===== config.mk =====
export PLATFORM = sky130hd
export DESIGN_NAME = hks_ctrl
export DESIGN_NICKNAME = d
export VERILOG_FILES = /design/src/rtl/hks_pkg.sv /design/src/rtl/hks_ctrl.sv
export SDC_FILE = /design/constraint.sdc
export NUM_CORES = 1
export LEC_CHECK = 0
export ABC_AREA = 1
export BUFFER_PORTS_ARGS = -buffer_cell sky130_fd_sc_hd__buf_4
export CAP_MARGIN = 20
export CORE_AREA = 2 2 39 41
export CTS_BUF_LIST = sky130_fd_sc_hd__clkbuf_8
export CTS_CLUSTER_DIAMETER = 100
export DETAILED_ROUTE_END_ITERATION = 10
export DIE_AREA = 0 0 41 43
export GPL_ROUTABILITY_DRIVEN = 0
export GPL_TIMING_DRIVEN = 1
export PLACE_DENSITY_LB_ADDON = 0.2
export SYNTH_ARGS = -nofsm -noshare
export SYNTH_HDL_FRONTEND = slang
export SYNTH_SLANG_ARGS = --single-unit

===== constraint.sdc =====
create_clock -name i_clk -period 1.4 [get_ports i_clk]
set_input_delay 0.28 -clock i_clk [delete_from_list [all_inputs] [get_ports i_clk]]
set_output_delay 0.28 -clock i_clk [all_outputs]
set_load 0.02 [all_outputs]

===== src/rtl/hks_pkg.sv =====
// shared types and constants for the hashed key set
`timescale 1ns / 1ps
package hks_pkg;

    localparam int KEY_W      = 64;
    localparam int CHUNK_W    = 8;
    localparam int NUM_CHUNKS = KEY_W / CHUNK_W;
    localparam int HASH_STEPS = 4;
    localparam int HCNT_W     = $clog2(HASH_STEPS);

    typedef enum logic [1:0] {
        FUNC_FIND   = 2'd0,
        FUNC_INSERT = 2'd1,
        FUNC_REMOVE = 2'd2,
        FUNC_CLEAR  = 2'd3
    } t_func;

    typedef struct packed {
        t_func             func;
        logic [KEY_W-1:0]  key;
    } t_in_item;

    typedef struct packed {
        logic success;
        logic bucket_full;
    } t_out_item;

    // controller to datapath
    typedef struct packed {
        logic load;       // latch an accepted item
        logic hash_step;  // one stage of the bucket reduction
        logic rd;         // read the bucket row
        logic upd;        // compare, write back, load result
        logic clr_step;   // clear one bucket row
        logic clr_res;    // load the clear result
    } t_cmd;

    // datapath to controller
    typedef struct packed {
        logic hash_done;
        logic clr_last;
    } t_sts;

endpackage


===== src/rtl/hks_ctrl.sv =====
// controller of the hashed key set: sequencing of lookups, updates and clears
`timescale 1ns / 1ps
module hks_ctrl
    import hks_pkg::*;
(
    input  logic  i_clk,
    input  logic  i_rst_n,
    input  logic  i_in_valid,
    input  t_func i_in_func,
    output logic  o_in_stall,
    output logic  o_out_valid,
    input  logic  i_out_stall,
    input  t_sts  i_sts,
    output t_cmd  o_cmd
);

    typedef enum logic [2:0] {
        S_INIT,
        S_IDLE,
        S_HASH,
        S_READ,
        S_CMP,
        S_CLEAR,
        S_CLR_RES
    } t_state;

    t_state r_state;
    t_state n_state;
    logic   r_out_valid;
    logic   n_out_valid;
    logic   accept;
    logic   slot_free;

    assign o_in_stall = (r_state != S_IDLE);
    assign accept     = i_in_valid && (r_state == S_IDLE);
    assign slot_free  = !r_out_valid || !i_out_stall;

    always_comb begin
        n_state = r_state;
        o_cmd   = '0;
        case (r_state)
            S_INIT: begin
                o_cmd.clr_step = 1'b1;
                if (i_sts.clr_last) begin
                    n_state = S_IDLE;
                end
            end
            S_IDLE: begin
                if (accept) begin
                    o_cmd.load = 1'b1;
                    n_state    = (i_in_func == FUNC_CLEAR) ? S_CLEAR : S_HASH;
                end
            end
            S_HASH: begin
                o_cmd.hash_step = 1'b1;
                if (i_sts.hash_done) begin
                    n_state = S_READ;
                end
            end
            S_READ: begin
                o_cmd.rd = 1'b1;
                n_state  = S_CMP;
            end
            S_CMP: begin
                if (slot_free) begin
                    o_cmd.upd = 1'b1;
                    n_state   = S_IDLE;
                end
            end
            S_CLEAR: begin
                o_cmd.clr_step = 1'b1;
                if (i_sts.clr_last) begin
                    n_state = S_CLR_RES;
                end
            end
            S_CLR_RES: begin
                if (slot_free) begin
                    o_cmd.clr_res = 1'b1;
                    n_state       = S_IDLE;
                end
            end
            default: begin
                n_state = S_INIT;
            end
        endcase
    end

    always_comb begin
        n_out_valid = r_out_valid && i_out_stall;
        if (o_cmd.upd || o_cmd.clr_res) begin
            n_out_valid = 1'b1;
        end
    end

    always_ff @(posedge i_clk) begin
        if (!i_rst_n) begin
            r_state     <= S_INIT;
            r_out_valid <= 1'b0;
        end else begin
            r_state     <= n_state;
            r_out_valid <= n_out_valid;
        end
    end

    assign o_out_valid = r_out_valid;

    a_no_overwrite: assert property (@(posedge i_clk) disable iff (!i_rst_n)
        (o_cmd.upd || o_cmd.clr_res) |-> slot_free)
        else $error("result loaded over an item not yet taken");

    a_result_shown: assert property (@(posedge i_clk) disable iff (!i_rst_n)
        (o_cmd.upd || o_cmd.clr_res) |=> r_out_valid)
        else $error("loaded result not presented");

    a_one_at_a_time: assert property (@(posedge i_clk) disable iff (!i_rst_n)
        accept |=> o_in_stall)
        else $error("second item accepted while one is in work");

endmodule


==> results.md <==
* Status: finished clean
* Num ports at 16
* Antenna Cells at 0
* Post-DRT Antenna Nets at 0
* Setup TNS at 0 ns
* Pre-CTS setup slack at 0.0833 ns
* Worst-Skew Late Latency at 0.22 ns
* Fraction of layout cells with a size suffix above 1 at 56.8%
* Die Height at 43 um
* Period utilization at 99.7%
* Critical-path top delay cell: dfxtp_1
* Slew HR at about 87%
* Port bufs at 15
* Worst-Margin Slew at between 0.15 and 0.2 ns
* Number of synthesized register bits at 4
* Hold Fails Final Rpt at 0
* Max incr delay on CP at 0.35 ns
* CP arrival at 1.12 ns
* Worst-path clk slew at around 0.04 ns
* Crit path cell chain: inv_2, nor4_4, buf_4
* Vias at between 400 and 500
* RSZ-0062 raised after global routing: true
* Cell Int Power at between 0.8 and 0.9 mW
* Final setup vio count at 0
* Seq/Total Area, Yosys at around a quarter
* Share of total power in the clock network at about 17%
* Setup CP Type: register to output port
* Synth Warn # at 0
* Max FO, Critical Path at 8
* Full die area at between 1500 and 2000 um^2
* Reg-to-reg setup timing slack at 0.21 ns
* Post-route DRC at 0
* Area after DPL at between 400 and 500 um^2
* First DRT Iteration DRCs at 7
* Bufs on Longest Clock Path at 2
* Core Region at between 1000 and 1500 um^2
* Post-Syn Instances at 56
* Period minus WS final at about 1.4 ns
* PD cells at approximately 2500 nW/um^2
* Synth-to-Final Area Change at 83.5%
* Top-area cell type share of the netlist area at 24.6%
* Sequential Power Share at 16.1%
* Vias per cell at roughly 4.4
* Wirelength per Cell at between 9 and 10 um
* Worst Setup Start Kind: register
* GR Util All Layers at 10.8%
* GR Overflow Total at 0
* Max-slew violation count at 0
* VDD IR max at ~0.97 mV
* Mean Syn Cell Area at ~5.8 um^2
* TritonCTS clock tree: yes
* Post-detail-place hpwl at between 600 and 700 um
* Syn nets at 64
* 1st-pass router iterations at 4
* Sw frac at between 40% and 50%
* Setup ws final at approximately 0.0038 ns
* Routed WL at around 930 um
* Layout fillers at 140
* H-tree levels at 1
* Non-filler instance count after layout at 97
* Die X at 41 um
* Worst min path class: input pin to register
* Distinct cells, synth at 14
* Final net count at just over 90
* CTS buffer count at 3
* CP required at roughly 1.1 ns
* Cts hold-fix bufs at 0
* Pin count of the biggest net entering global routing at 9
* Highest clock rate at around 700 MHz
* Comb pwr share at between 60 and 70%
* Final Skew at roughly 0.0070 ns
* Antenna violations before repair at 0
* Synth Cell Area at 325 um^2
* FP Rows at 14
* Crit. End Element: output port
* Final core utilization at 43.1%
* Vias in the first global route at ~320
* Static leakage at between 0.3 and 0.4 nW
* Clk sinks at 4
* Final Power at ~1.5 mW
* Yosys top cell by area: dfxtp_1
* Dpl cells at 88
* Switch Pwr at approximately 0.70 mW
* Starting Density at around a quarter
* Root Driver: clkbuf_8
* Synth area leaders: dfxtp_1 25%, nor2_1 14%, nand2_1 12%
* Final hold slack at roughly 0.3 ns
* Global-route wire length before repair at approximately 1200 um
* Max Cap Viol at 0
* Design Area, Final at roughly 600 um^2
what timing repair did:
item	in CTS	in global routing
gates cloned	0	0
buffers inserted	0	6
resized for setup	3	9
setup endpoints to repair	5	4
pin swaps	0	5
synth_stat cells:
master / n
inv_1: 7
nand2_2: 4
nor2_1: 12
nand2_1: 10
dfxtp_1: 4
nand3_1: 6
a21boi_0: 1
nand3_2: 1
nor2_2: 2
o21ai_0: 1
nand3b_1: 1
nor4_1: 2
inv_2: 4
nor2_4: 1
layout by cell type (no fill, tap or decap):
master and n:
buf_4 20, nor2_1 10, nand2_1 9, inv_1 6
nand3_1 6, nand2_2 5, inv_2 4, nor2_2 4
clkbuf_8 3, dfxtp_2 2, buf_6 2, inv_4 1
nor2_4 1, nand3_2 1, nor4_2 1, nor4_4 1
nand3b_1 1, o21ai_0 1, a21boi_0 1, dfxtp_4 1
dfxtp_1 1
path summary, 6_finish.rpt:
path         cells after the start               startpoint                       to
min reg2reg                      2  r_state[0]$_SDFFE_PN0P_  r_state[0]$_SDFFE_PN0P_
max                              3  r_state[2]$_SDFFE_PN0P_                 o_cmd[0]
max reg2reg                      9  r_state[0]$_SDFFE_PN0P_  r_state[0]$_SDFFE_PN0P_
min                              3                  i_rst_n  r_state[0]$_SDFFE_PN0P_
critical path, delay by kind of cell, from the launching register on:
| kind | cells | cell delay, ns |
|---|---|---|
| buffers and inverters | 2 | 0.29 |
| flip-flops | 1 | 0.35 |
| AND/OR/NAND/NOR | 1 | 0.26 |
state kept, by name, indices dropped and copies added (netlist names):
signal / count
r_state: 3
o_out_valid: 1
power by group through the flow:
stage | registers, mW | logic, mW | clock network (mW)
finish | 0.242 | 1.01 | 0.253
global route | 0.253 | 1.11 | 0.261
CTS | 0.250 | 0.829 | 0.260
detailed placement | 0.239 | 0.823 | 0
global placement | 0.234 | 0.840 | 0
floorplan | 0.242 | 0.562 | 0
cells by family (layout without fill, tap and decap cells):
group           after synthesis  in the layout  synth area share [%]
simple gates                 39             39                  58.8
buf+inv                      11             36                  12.7
flops                         4              4                  24.6
compound gates                2              2                  3.85
layout make-up:
class | instances | area [um^2] | area share (%)
inverters | 11 | 43.8 | 7.34
multi-input cells | 41 | 233 | 39.0
flip-flops and latches | 4 | 86.3 | 14.5
well taps | 16 | 20.0 | 3.35
repair buffers | 22 | 173 | 28.9
clock buffers | 3 | 41.3 | 6.92
layer usage:
metal | GRT usage (%) | share of wire [%] | up-vias
met1 | 12.2 | 41 | 183
met3 | 4.71 | 8.0 | 2
met2 | 14.7 | 48 | 16
li1 | - | - | 225
met4 | 9.33 | 2.5 | 0
met5 | 0 | 0 | -
(Power assumes the default switching activity.)
